### src/rtl/ats_pkg.sv
package ats_pkg;

	// Widths of the result word fields; wider internal counts are cut to these.
	localparam int KIND_W = 5;
	localparam int OFF_W  = 20;
	localparam int LINE_W = 16;

	typedef logic [KIND_W-1:0] kind_t;
	typedef logic [OFF_W-1:0]  off_t;
	typedef logic [LINE_W-1:0] lin_t;

	typedef struct packed {
		kind_t kind;
		off_t  offset;
		off_t  length;
		lin_t  line;
		lin_t  column;
		logic  last_of_run;
	} tok_t;

	// Up to two tokens leave the front end per accepted byte.
	typedef struct packed {
		logic push0;
		logic push1;
		tok_t tok0;
		tok_t tok1;
	} push_t;

	localparam kind_t KIND_EOF        = 5'd0;
	localparam kind_t KIND_IDENT      = 5'd1;
	localparam kind_t KIND_NUMBER     = 5'd2;
	localparam kind_t KIND_PUNCT_BASE = 5'd3;
	localparam kind_t KIND_KW_BASE    = 5'd12;

	localparam logic [7:0] CH_NUL   = 8'h00;
	localparam logic [7:0] CH_TAB   = 8'h09;
	localparam logic [7:0] CH_LF    = 8'h0A;
	localparam logic [7:0] CH_CR    = 8'h0D;
	localparam logic [7:0] CH_SPACE = 8'h20;
	localparam logic [7:0] CH_HASH  = "#";
	localparam logic [7:0] CH_ZERO  = "0";
	localparam logic [7:0] CH_NINE  = "9";
	localparam logic [7:0] CH_X     = "x";

	localparam int NUM_KW = 5;
	localparam int NUM_PUNCT = 9;

	// Keywords left-aligned in six bytes, zero padded.
	localparam logic [47:0] KW_TEXT [NUM_KW] = '{
		"header", {"macro", 8'h00}, {"input", 8'h00}, "opcode", "output"
	};
	localparam logic [2:0] KW_LEN [NUM_KW] = '{3'd6, 3'd5, 3'd5, 3'd6, 3'd6};

	localparam logic [7:0] PUNCT_CH [NUM_PUNCT] = '{
		"(", ")", "{", "}", ";", ":", "=", "*", ","
	};

	// Token queue depth; must be a power of two so the pointers wrap.
	localparam int QDEPTH = 4;

endpackage

### src/rtl/assembler_token_scanner_core.sv
// Channel  Handshake            Payload
// input    in_valid/in_ready    byte_req (one source byte, zero ends the text)
// output   out_valid/out_ready  token_kind, token_offset, token_length,
//                               token_line, token_column, last_of_run
//
// One byte is accepted per cycle while the four-word token queue has room for two.
// A byte that closes a token and is itself a mark or end of text yields two words,
// which drain one per cycle while out_ready is high; such bytes set the sustained limit.
// A word is written into the registered queue when its byte is accepted and is shown once it reaches the head.
// Reset clears the scanner to line 1, column 1, offset 0 and empties the queue.
// A stalled output only stops input once the queue holds more than two words.
module assembler_token_scanner_core #(
	parameter int OFFSET_BITS = 20,
	parameter int LINE_BITS   = 16
) (
	input  logic        clk,
	input  logic        arst_n,
	input  logic        in_valid,
	output logic        in_ready,
	input  logic [7:0]  byte_req,
	output logic        out_valid,
	input  logic        out_ready,
	output logic [4:0]  token_kind,
	output logic [19:0] token_offset,
	output logic [19:0] token_length,
	output logic [15:0] token_line,
	output logic [15:0] token_column,
	output logic        last_of_run
);

	ats_pkg::push_t push;
	ats_pkg::tok_t  head;
	logic           room;

	ats_front #(
		.OFFSET_BITS(OFFSET_BITS),
		.LINE_BITS  (LINE_BITS)
	) u_front (
		.clk     (clk),
		.arst_n  (arst_n),
		.in_valid(in_valid),
		.byte_req(byte_req),
		.room    (room),
		.push    (push)
	);

	ats_queue u_queue (
		.clk   (clk),
		.arst_n(arst_n),
		.push  (push),
		.pop   (out_valid && out_ready),
		.room  (room),
		.valid (out_valid),
		.head  (head)
	);

	assign in_ready     = room;
	assign token_kind   = head.kind;
	assign token_offset = head.offset;
	assign token_length = head.length;
	assign token_line   = head.line;
	assign token_column = head.column;
	assign last_of_run  = head.last_of_run;

endmodule

### src/rtl/ats_front.sv
module ats_front #(
	parameter int OFFSET_BITS = 20,
	parameter int LINE_BITS   = 16
) (
	input  logic              clk,
	input  logic              arst_n,
	input  logic              in_valid,
	input  logic [7:0]        byte_req,
	input  logic              room,
	output ats_pkg::push_t    push
);

	typedef enum logic [2:0] {M_IDLE, M_COMMENT, M_NUMBER, M_HEX, M_IDENT} mode_t;

	localparam logic [OFFSET_BITS-1:0] POS_MAX  = {OFFSET_BITS{1'b1}};
	localparam logic [LINE_BITS-1:0]   LINE_MAX = {LINE_BITS{1'b1}};

	mode_t                  mode_q, mode_n;
	logic [OFFSET_BITS-1:0] pos_q, pos_n, start_q, start_n;
	logic [LINE_BITS-1:0]   line_q, line_n, col_q, col_n;
	logic [4:0]             cand_q, cand_n;
	logic                   lone_q, lone_n;

	logic                   fire, pending, cont, fall, has_a, has_b;
	logic [OFFSET_BITS-1:0] diff, pos_inc;
	logic [LINE_BITS-1:0]   col_inc, line_inc;
	logic [3:0]             pidx;
	ats_pkg::tok_t          tok_a, tok_b;

	function automatic logic is_digit(input logic [7:0] c);
		return (c >= ats_pkg::CH_ZERO) && (c <= ats_pkg::CH_NINE);
	endfunction

	function automatic logic is_hex(input logic [7:0] c);
		return is_digit(c) || ((c >= "a") && (c <= "f")) || ((c >= "A") && (c <= "F"));
	endfunction

	// Returns NUM_PUNCT when the byte is not a punctuation mark.
	function automatic logic [3:0] punct_idx(input logic [7:0] c);
		logic [3:0] r;
		r = 4'(ats_pkg::NUM_PUNCT);
		for (int i = ats_pkg::NUM_PUNCT - 1; i >= 0; i--) begin
			if (c == ats_pkg::PUNCT_CH[i]) r = 4'(i);
		end
		return r;
	endfunction

	// A tab is part of an identifier; the other blanks are not.
	function automatic logic is_ident(input logic [7:0] c);
		return (c != ats_pkg::CH_NUL) && (punct_idx(c) == 4'(ats_pkg::NUM_PUNCT)) &&
			(c != ats_pkg::CH_SPACE) && (c != ats_pkg::CH_CR) &&
			(c != ats_pkg::CH_LF) && (c != ats_pkg::CH_HASH);
	endfunction

	function automatic logic [4:0] kw_filter(input logic [4:0] cand,
		input logic [OFFSET_BITS-1:0] k, input logic [7:0] c);
		logic [4:0]  r;
		logic [47:0] t;
		r = cand;
		for (int i = 0; i < ats_pkg::NUM_KW; i++) begin
			t = ats_pkg::KW_TEXT[i] << {k[2:0], 3'b000};
			if ((k >= OFFSET_BITS'(ats_pkg::KW_LEN[i])) || (t[47:40] != c)) r[i] = 1'b0;
		end
		return r;
	endfunction

	function automatic ats_pkg::kind_t kw_kind(input logic [4:0] cand,
		input logic [OFFSET_BITS-1:0] len);
		ats_pkg::kind_t r;
		r = ats_pkg::KIND_IDENT;
		for (int i = 0; i < ats_pkg::NUM_KW; i++) begin
			if (cand[i] && (len == OFFSET_BITS'(ats_pkg::KW_LEN[i])))
				r = ats_pkg::KIND_KW_BASE + ats_pkg::kind_t'(i);
		end
		return r;
	endfunction

	always_comb begin
		fire     = in_valid && room;
		pending  = (mode_q == M_NUMBER) || (mode_q == M_HEX) || (mode_q == M_IDENT);
		diff     = pos_q - start_q;
		pos_inc  = (pos_q != POS_MAX) ? pos_q + OFFSET_BITS'(1) : pos_q;
		col_inc  = (col_q != LINE_MAX) ? col_q + LINE_BITS'(1) : col_q;
		line_inc = (line_q != LINE_MAX) ? line_q + LINE_BITS'(1) : line_q;
		pidx     = punct_idx(byte_req);

		unique case (mode_q)
			M_NUMBER: cont = is_digit(byte_req) || ((byte_req == ats_pkg::CH_X) && lone_q);
			M_HEX:    cont = is_hex(byte_req);
			M_IDENT:  cont = is_ident(byte_req);
			default:  cont = 1'b0;
		endcase

		mode_n  = mode_q;
		pos_n   = pos_q;
		start_n = start_q;
		line_n  = line_q;
		col_n   = col_q;
		cand_n  = cand_q;
		lone_n  = lone_q;
		fall    = 1'b0;
		has_a   = 1'b0;
		has_b   = 1'b0;
		tok_a   = '0;
		tok_b   = '0;

		// The pending number or identifier, closed by a byte that cannot extend it.
		tok_a.kind   = (mode_q == M_IDENT) ? kw_kind(cand_q, diff) : ats_pkg::KIND_NUMBER;
		tok_a.offset = ats_pkg::off_t'(start_q);
		tok_a.length = ats_pkg::off_t'(diff);
		tok_a.line   = ats_pkg::lin_t'(line_q);
		tok_a.column = ats_pkg::lin_t'(col_q);

		if (pending) begin
			if (cont) begin
				pos_n = pos_inc;
				col_n = col_inc;
				if (mode_q == M_NUMBER) begin
					if (byte_req == ats_pkg::CH_X) mode_n = M_HEX;
					lone_n = 1'b0;
				end else if (mode_q == M_IDENT) begin
					cand_n = kw_filter(cand_q, diff, byte_req);
				end
			end else begin
				has_a  = 1'b1;
				mode_n = M_IDLE;
				fall   = 1'b1;
			end
		end else if (mode_q == M_COMMENT) begin
			if ((byte_req != ats_pkg::CH_NUL) && (byte_req != ats_pkg::CH_LF)) begin
				pos_n = pos_inc;
				col_n = col_inc;
			end else begin
				mode_n = M_IDLE;
				fall   = 1'b1;
			end
		end else begin
			fall = 1'b1;
		end

		if (fall) begin
			if (byte_req == ats_pkg::CH_NUL) begin
				has_b        = 1'b1;
				tok_b.kind   = ats_pkg::KIND_EOF;
				tok_b.offset = ats_pkg::off_t'(pos_q);
				tok_b.length = '0;
				tok_b.line   = ats_pkg::lin_t'(line_q);
				tok_b.column = ats_pkg::lin_t'(col_inc);
				mode_n       = M_IDLE;
				pos_n        = '0;
				start_n      = '0;
				line_n       = LINE_BITS'(1);
				col_n        = LINE_BITS'(1);
				cand_n       = '0;
				lone_n       = 1'b0;
			end else if ((byte_req == ats_pkg::CH_SPACE) || (byte_req == ats_pkg::CH_TAB) ||
				(byte_req == ats_pkg::CH_CR)) begin
				pos_n = pos_inc;
				col_n = col_inc;
			end else if (byte_req == ats_pkg::CH_LF) begin
				line_n = line_inc;
				col_n  = LINE_BITS'(1);
				pos_n  = pos_inc;
			end else if (byte_req == ats_pkg::CH_HASH) begin
				mode_n = M_COMMENT;
				pos_n  = pos_inc;
				col_n  = col_inc;
			end else if (is_digit(byte_req)) begin
				start_n = pos_q;
				mode_n  = M_NUMBER;
				lone_n  = (byte_req == ats_pkg::CH_ZERO);
				pos_n   = pos_inc;
				col_n   = col_inc;
			end else if (pidx != 4'(ats_pkg::NUM_PUNCT)) begin
				has_b        = 1'b1;
				tok_b.kind   = ats_pkg::KIND_PUNCT_BASE + ats_pkg::kind_t'(pidx);
				tok_b.offset = ats_pkg::off_t'(pos_q);
				tok_b.length = ats_pkg::off_t'(pos_inc - pos_q);
				tok_b.line   = ats_pkg::lin_t'(line_q);
				tok_b.column = ats_pkg::lin_t'(col_inc);
				start_n      = pos_q;
				pos_n        = pos_inc;
				col_n        = col_inc;
			end else begin
				start_n = pos_q;
				mode_n  = M_IDENT;
				cand_n  = kw_filter(5'h1F, '0, byte_req);
				pos_n   = pos_inc;
				col_n   = col_inc;
			end
		end

		tok_a.last_of_run = !has_b;
		tok_b.last_of_run = 1'b1;

		push.push0 = fire && (has_a || has_b);
		push.push1 = fire && has_a && has_b;
		push.tok0  = has_a ? tok_a : tok_b;
		push.tok1  = tok_b;
	end

	always_ff @(posedge clk or negedge arst_n) begin
		if (!arst_n) begin
			mode_q  <= M_IDLE;
			pos_q   <= '0;
			start_q <= '0;
			line_q  <= LINE_BITS'(1);
			col_q   <= LINE_BITS'(1);
			cand_q  <= '0;
			lone_q  <= 1'b0;
		end else if (fire) begin
			mode_q  <= mode_n;
			pos_q   <= pos_n;
			start_q <= start_n;
			line_q  <= line_n;
			col_q   <= col_n;
			cand_q  <= cand_n;
			lone_q  <= lone_n;
		end
	end

`ifndef SYNTHESIS
	// The end-of-text byte always leaves the scanner in its reset state.
	a_eof_resets: assert property (@(posedge clk) disable iff (!arst_n)
		(fire && (byte_req == ats_pkg::CH_NUL)) |=>
		(mode_q == M_IDLE && pos_q == '0 && line_q == LINE_BITS'(1) && cand_q == '0))
		else $error("scanner state not cleared after end of text");

	// A token is closed only when a byte breaks it off, and such a byte always pushes it.
	a_close_on_break: assert property (@(posedge clk) disable iff (!arst_n)
		(fire && pending && !cont) |-> (push.push0 && push.tok0.kind != ats_pkg::KIND_EOF))
		else $error("pending token not emitted on terminating byte");
`endif

endmodule

### src/rtl/ats_queue.sv
module ats_queue (
	input  logic           clk,
	input  logic           arst_n,
	input  ats_pkg::push_t push,
	input  logic           pop,
	output logic           room,
	output logic           valid,
	output ats_pkg::tok_t  head
);

	localparam int PTR_W = $clog2(ats_pkg::QDEPTH);
	localparam int CNT_W = $clog2(ats_pkg::QDEPTH + 1);

	ats_pkg::tok_t    mem_q [ats_pkg::QDEPTH];
	logic [PTR_W-1:0] wr_ptr_q, rd_ptr_q;
	logic [CNT_W-1:0] count_q;

	// Room for a full pair of tokens, judged on the registered count only.
	assign room  = (count_q <= CNT_W'(ats_pkg::QDEPTH - 2));
	assign valid = (count_q != '0);
	assign head  = mem_q[rd_ptr_q];

	always_ff @(posedge clk) begin
		if (push.push0) mem_q[wr_ptr_q] <= push.tok0;
		if (push.push1) mem_q[wr_ptr_q + PTR_W'(1)] <= push.tok1;
	end

	always_ff @(posedge clk or negedge arst_n) begin
		if (!arst_n) begin
			wr_ptr_q <= '0;
			rd_ptr_q <= '0;
			count_q  <= '0;
		end else begin
			wr_ptr_q <= wr_ptr_q + PTR_W'(push.push0) + PTR_W'(push.push1);
			rd_ptr_q <= rd_ptr_q + PTR_W'(pop);
			count_q  <= count_q + CNT_W'(push.push0) + CNT_W'(push.push1) - CNT_W'(pop);
		end
	end

`ifndef SYNTHESIS
	a_count_bound: assert property (@(posedge clk) disable iff (!arst_n)
		count_q <= CNT_W'(ats_pkg::QDEPTH))
		else $error("token queue count out of range");

	a_pair_order: assert property (@(posedge clk) disable iff (!arst_n)
		push.push1 |-> push.push0)
		else $error("second token written without first");

	a_no_overflow: assert property (@(posedge clk) disable iff (!arst_n)
		push.push0 |-> room)
		else $error("token written into a full queue");
`endif

endmodule
### config.mk
export PLATFORM = sky130hd
export DESIGN_NAME = assembler_token_scanner_core
export DESIGN_NICKNAME = d
export VERILOG_FILES = /design/src/rtl/ats_pkg.sv /design/src/rtl/assembler_token_scanner_core.sv /design/src/rtl/ats_front.sv /design/src/rtl/ats_queue.sv
export SDC_FILE = /design/constraint.sdc
export NUM_CORES = 1
export LEC_CHECK = 0
export BUFFER_PORTS_ARGS = -buffer_cell sky130_fd_sc_hd__buf_2
export CAP_MARGIN = 20
export CORE_MARGIN = 2
export CORE_UTILIZATION = 35
export CTS_BUF_LIST = sky130_fd_sc_hd__clkbuf_8
export CTS_CLUSTER_SIZE = 8
export DETAILED_ROUTE_END_ITERATION = 6
export PLACE_DENSITY = 0.54
export SETUP_SLACK_MARGIN = 0.02
export SLEW_MARGIN = 20
export SYNTH_ARGS = -nofsm -noshare
export SYNTH_HDL_FRONTEND = slang
export SYNTH_SLANG_ARGS = --single-unit
### constraint.sdc
create_clock -name clk -period 5.95 [get_ports clk]
set_clock_uncertainty 0.2 [all_clocks]
set_input_delay 0.595 -clock clk [delete_from_list [all_inputs] [get_ports clk]]
set_output_delay 0.595 -clock clk [all_outputs]
set_load 0.03 [all_outputs]
# == After elaboration in Yosys (flattened, before gate mapping) ==
# Memory sizes are Yosys's and may differ from the RTL's.
# Cells that the tools add are included.
# word_totals
ff_bits,88
latchBits,0
ramBits,312
rom_bits,0
input_bits,12
out_inout_bits,80
elab_cells,233
n_memories,1
# classes
n_addsub,13
n_mul,0
n_div,0
order_cmp,9
eq_ne,44
n_shift,5
n_mux,107
bitwise_logic,0
reduce_logical,44
# memory_table
memory,words,word_bits,rd,rd_clocked_by_memory_dff,wr,line,source
u_queue.mem_q,4,78,1,0,2,ats_queue.sv:14,ats_pkg::tok_t mem_q [ats_pkg::QDEPTH];
# op_table
operator,n
two-way mux 77 bit,7
"left shift 47 x 6 -> 48 bit, first input constant",5
two-way mux 20 bit,11
two-way mux 16 bit,13
"== test 8 x 6 -> 1 bit, second input constant",10
two-way mux 78 bit,1
two-way mux 5 bit,13
two-way mux 4 bit,13
"== test 20 x 3 -> 1 bit, second input constant",2
">= comparator 20 x 3 -> 1 bit, second input constant",2
inequality test 8 bit,5
subtractor 20 bit,2
two-way mux 3 bit,13
two-way mux 1 bit,35
"adder 16 x 1 -> 16 bit, second input constant",2
"inequality test 16 bit, second input constant",2
"inequality test 7 x 8 -> 1 bit, first input constant",4
"== test 8 x 4 -> 1 bit, second input constant",3
"== test 8 x 7 -> 1 bit, second input constant",3
"adder 20 x 1 -> 20 bit, second input constant",1
logical AND 1 bit,20
"inequality test 20 bit, second input constant",1
">= comparator 8 x 7 -> 1 bit, second input constant",2
"less-or-equal comparator 8 x 7 -> 1 bit, second input constant",2
26 further kinds,50

# == Longest topological paths before layout ==
# depth
ltp_word,27
mapped_depth,21
mapped_depth_nobuf,20

# == Modules after synthesis ==
# Synthesis repeated with hierarchy kept, for this count alone.
# hier_totals
hier_cells,2050
hier_area_um2,24362.1
# by_module_without_submodules
module,instances,cells_per_inst,area_each_um2,seq_area_each_um2
ats_queue,1,788,15322.2,9544.2
ats_front,1,1261,9033.7,2029.4
assembler_token_scanner_core,1,1,6.3,0.0

# == Worst setup path after synthesis ==
# OpenSTA, ideal clock, no wires.
# synth_path
path_type,in2reg
start,input byte_req[0]
end,"memory u_queue.mem_q[3][10] in the netlist's numbering, enable pin"
setup_time_ns,0.469
arrival_time_ns,5.717
t_required_ns,5.281
slack_ns,-0.436
cell_stages,14
n_path_buf,4
cell_sequence,buf_1 -> clkbuf_1 -> clkinv_1 -> a2111oi_0 -> o21ai_0 -> ha_1 -> a21boi_2 -> a31o_1 -> buf_6 -> o31a_1 -> a21oi_1 -> a21oi_1 -> inv_1 -> clkbuf_1
# synth_lines
element,line,source
"start, declared",assembler_token_scanner_core.sv:20,"input logic [7:0] byte_req,"
"end, declared",ats_queue.sv:14,

==> flow_summary_export.csv <==
group,metric,value,unit
synth,yosys-mux-area-fraction,0.0793,
worst_setup_path,minimum_setup_slack_among_reg_to_reg_paths,0.55,ns
die,die_height,259,µm
synth,synthesis.area,0.0228,mm²
grt,grt_first_pass_wirelength,112,mm
die,floorplan.initialDensity,0.354,
min_path,min_delay_worst_endpoint,"u_queue.rd_ptr_q[0]",
min_path,min-delay-path-class,"input port to register",
pwr,static-leakage-power,8.85,nW
worst_setup_path,timing_worst_setup_path_type,"register to register",
outcome,status,"completed",
worst_setup_path,crit_required,6.25,ns
route,drt_first_iter_violations,1771,
timing,final-hold-violation-count,0,
min_path,min-delay-start,"out_ready",
timing,final_max_slew_viol_count,0,
timing,tightestPinTransition,1.15,ns
finish,commonest_cells_after_routing_fill_and_taps_aside,"308 x sky130_fd_sc_hd__edfxtp_1, 237 x sky130_fd_sc_hd__nand2_1, 162 x sky130_fd_sc_hd__o22ai_1, 142 x sky130_fd_sc_hd__o21ai_0, 119 x sky130_fd_sc_hd__nor2_1",
synth,synth_cell_type_count,87,
synth,syn-num-nets,2199,
timing,grt_setup_unrepaired,"no",
synth,async_flop_share,0.220,
synth,number_of_storage_elements_in_the_synthesis_netlist,400,
worst_setup_path,r2r_start,"u_front.pos_q[3]",
synth,largest_family_of_logic_cells_by_synthesized_area,"compound AO/OA/AOI/OAI gates",
worst_setup_path,critical_path.max_fanout,9,
route,firstDrtPassIters,5,
timing,setup_viol_count_final,0,
grt,grt_overflow,0,
route,drt_wl_total,73.7,mm
pwr,ir_worst_vdd,0.316,mV
job,timing.max_cap.violations,0,
route,drtAntennaViolNets,0,
route,dr_total_vias,18400,
cts,max-clock-path-buffers,3,
worst_setup_path,critPathCaptureType,"register",
cts,clockRootBuffer,"sky130_fd_sc_hd__clkbuf_8",
worst_setup_path,cp_data_arrival_time,5.70,ns
worst_setup_path,rr_endpoint,"u_queue.mem_q[3][52]",
place,place_hpwl,49.0,mm
finish,post_route_cells_drive_above_1_share,0.155,
finish,post-route-util,0.397,
timing,fmaxAchievable,0.185,GHz
die,placement_rows,93,
place,place.gp.congestion,0.907,
die,core_area,0.0645,mm²
die,die-area,0.0673,mm²
synth,synth_enable_flop_cells,308,
route,post_drt_wl_per_cell,23.8,µm
cts,tritoncts,"done",
finish,most_common_cell_after_layout_fill_and_taps_aside,"sky130_fd_sc_hd__edfxtp_1",
cts,clock_sink_count,400,
synth,synthesis.yosys.warnings,0,
synth,synth_compound_gate_area_share,0.170,
timing,timing.slew.headroom,0.229,
finish,final_stage_net_count,2261,
synth,synthesis.instances,2129,
timing,min_period,5.40,ns
grt,number_of_global_route_vias_before_repair,18000,
place,port_buffers,91,
cts,path_clk_slew,0.06,ns
synth,avgSynthCellArea,10.7,µm²
worst_setup_path,setup.worst_path.start,"u_front.pos_q[3]",
timing,finalCritPeriodShare,0.907,
cts,clock_tree.htree_level_count,3,
pwr,power_per_cell_area,527,mW/mm²
grt,grt_max_degree,63,
synth,synth-xor-area-share,0.0303,
synth,synth.yosys.seq_area_share,0.505,
synth,synth_simple_gate_area_share,0.141,
cts,clock_latency,0.66,ns
worst_setup_path,reg2reg_depth,17,
min_path,hold_depth,3,
worst_setup_path,cp-start-kind,"register",
timing,timing.setup.tns,0,ns
grt,gr-usage-all-layers,0.219,
cts,tritoncts.num_buffers,67,
synth,synth-adder-area-share,0.0334,
die,ios,92,
finish,synthToLayoutAreaGrowth,12.1,%
grt,grt_antenna_before_repair,1,
synth,ys.flop_type,"sky130_fd_sc_hd__edfxtp_1",
die,die-width,259,µm
route,viasPerCell,5.91,
cts,cts_post_setup_buffers_inserted,0,
route,drcViolationCount,0,
timing,holdWs,0.156,ns
[synth_stat cells (8+ instances only)]
cell type / count / share of area
sky130_fd_sc_hd__nor4_1: 8 / 0.0022
sky130_fd_sc_hd__and2_1: 56 / 0.015
sky130_fd_sc_hd__xor2_1: 25 / 0.0096
sky130_fd_sc_hd__a31oi_1: 37 / 0.010
sky130_fd_sc_hd__a21oi_1: 111 / 0.024
sky130_fd_sc_hd__inv_1: 74 / 0.012
sky130_fd_sc_hd__o21a_1: 20 / 0.0066
sky130_fd_sc_hd__nor2b_1: 23 / 0.0063
sky130_fd_sc_hd__nor3_1: 41 / 0.0090
sky130_fd_sc_hd__nand4_1: 19 / 0.0052
sky130_fd_sc_hd__nand3_1: 52 / 0.011
sky130_fd_sc_hd__dfrtp_1: 86 / 0.094
sky130_fd_sc_hd__o21ai_0: 142 / 0.031
sky130_fd_sc_hd__buf_2: 23 / 0.0050
sky130_fd_sc_hd__nand2_1: 237 / 0.039
sky130_fd_sc_hd__a22o_1: 12 / 0.0046
sky130_fd_sc_hd__a21o_1: 15 / 0.0049
sky130_fd_sc_hd__edfxtp_1: 308 / 0.41
sky130_fd_sc_hd__o22ai_1: 162 / 0.044
sky130_fd_sc_hd__ha_1: 53 / 0.029
sky130_fd_sc_hd__mux4_2: 79 / 0.078
sky130_fd_sc_hd__o31ai_1: 47 / 0.015
sky130_fd_sc_hd__nand2b_1: 16 / 0.0044
sky130_fd_sc_hd__xnor2_1: 54 / 0.021
sky130_fd_sc_hd__nor2_1: 120 / 0.020
sky130_fd_sc_hd__clkbuf_1: 116 / 0.019
sky130_fd_sc_hd__or3_1: 18 / 0.0049
sky130_fd_sc_hd__and3_1: 21 / 0.0058
sky130_fd_sc_hd__buf_1: 15 / 0.0025
[worst max-delay path, stage by stage (launching register included)]
cell and delay [ns]:
sky130_fd_sc_hd__dfrtp_1 0.54, sky130_fd_sc_hd__nand3_1 0.29, sky130_fd_sc_hd__or2_2 0.46, sky130_fd_sc_hd__nor3_2 0.34, sky130_fd_sc_hd__nand3_2 0.28, sky130_fd_sc_hd__nand2b_1 0.28, sky130_fd_sc_hd__nor3_1 0.18, sky130_fd_sc_hd__xnor2_1 0.16
sky130_fd_sc_hd__ha_1 0.40, sky130_fd_sc_hd__nand4_1 0.17, sky130_fd_sc_hd__nand2b_1 0.20, sky130_fd_sc_hd__a311o_1 0.35, sky130_fd_sc_hd__a21boi_0 0.37, sky130_fd_sc_hd__o22ai_1 0.14, sky130_fd_sc_hd__xnor2_1 0.26, sky130_fd_sc_hd__nand2_1 0.18
sky130_fd_sc_hd__o21ai_0 0.28, sky130_fd_sc_hd__o2bb2ai_1 0.16
[layer usage]
layer	routed length, µm	track usage	vias to the layer above	part of all wire
li1	-	-	8225	-
met1	32600	0.308	9189	0.44
met2	34300	0.348	824	0.46
met3	5120	0.0300	114	0.069
met4	1760	0.0728	0	0.024
met5	0	0	-	0
[per-stage QoR]
step                power, W  instance area, µm²  std cells  setup slack [ns]
floorplan            0.00880               22800       2129             0.205
global route          0.0143               25600       3102             0.187
CTS                   0.0135               25600       3101             0.399
detailed placement    0.0111               24300       2976             0.421
finish                0.0135               25600       3103             0.551
global placement      0.0111               24300       2976             0.444
[cell families (layout without fill, tap and decap cells)]
family	after synthesis	after routing
buffers and inverters	233	350
and+or+nand+nor	657	657
muxes	82	82
AOI/OAI and AO/OA	620	620
xor gates and xnor gates	79	79
adders and majority gates	58	58
DFF	400	400
other	0	2
[state kept, by name (all words and copies together), names as in the netlist]
name / cells
u_queue.wr_ptr_q: 2
u_front.mode_q: 3
u_front.cand_q: 5
u_queue.rd_ptr_q: 2
u_front.pos_q: 20
u_front.start_q: 20
u_queue.count_q: 3
u_queue.mem_q: 312
u_front.lone_q: 1
u_front.line_q: 16
u_front.col_q: 16
[how the worst max path moves through the flow]
stage	endpoint	slack [ns]	depth (start not counted)
after floorplan	u_queue.mem_q[1][10]	0.21	14
after CTS	u_queue.mem_q[2][44]	0.40	17
final	u_queue.mem_q[3][52]	0.55	17
after detailed placement	u_queue.mem_q[2][44]	0.42	17
after global placement	u_queue.mem_q[3][52]	0.44	18
after global routing	u_queue.mem_q[3][52]	0.19	17
[report_power, final]
part / total [W] / internal (W) / switching, W
registers: 0.00381 / 0.00338 / 0.000428
logic: 0.00734 / 0.00254 / 0.00480
clock network: 0.00233 / 0.00117 / 0.00116
total: 0.0135 / 0.00709 / 0.00639
[area by class of cell]
type,instances,area (µm²)
Clock inverter,48,206
Multi-Input combinational cell,1496,10400
Timing Repair Buffer,150,1020
Tap cell,855,1070
Antenna cell,2,5.00
Fill cell,6334,38900
Inverter,76,294
Clock buffer,76,1050
Sequential cell,400,11500
[repair_timing]
| action | in CTS | in global routing |
|---|---|---|
| hold buffers | 1 | 0 |
| endpoints found under the setup margin | 0 | 6 |
| hold endpoints to repair | 58 | 0 |
| resized for setup | 0 | 3 |
No activity file was read; power rests on OpenSTA's default activity.
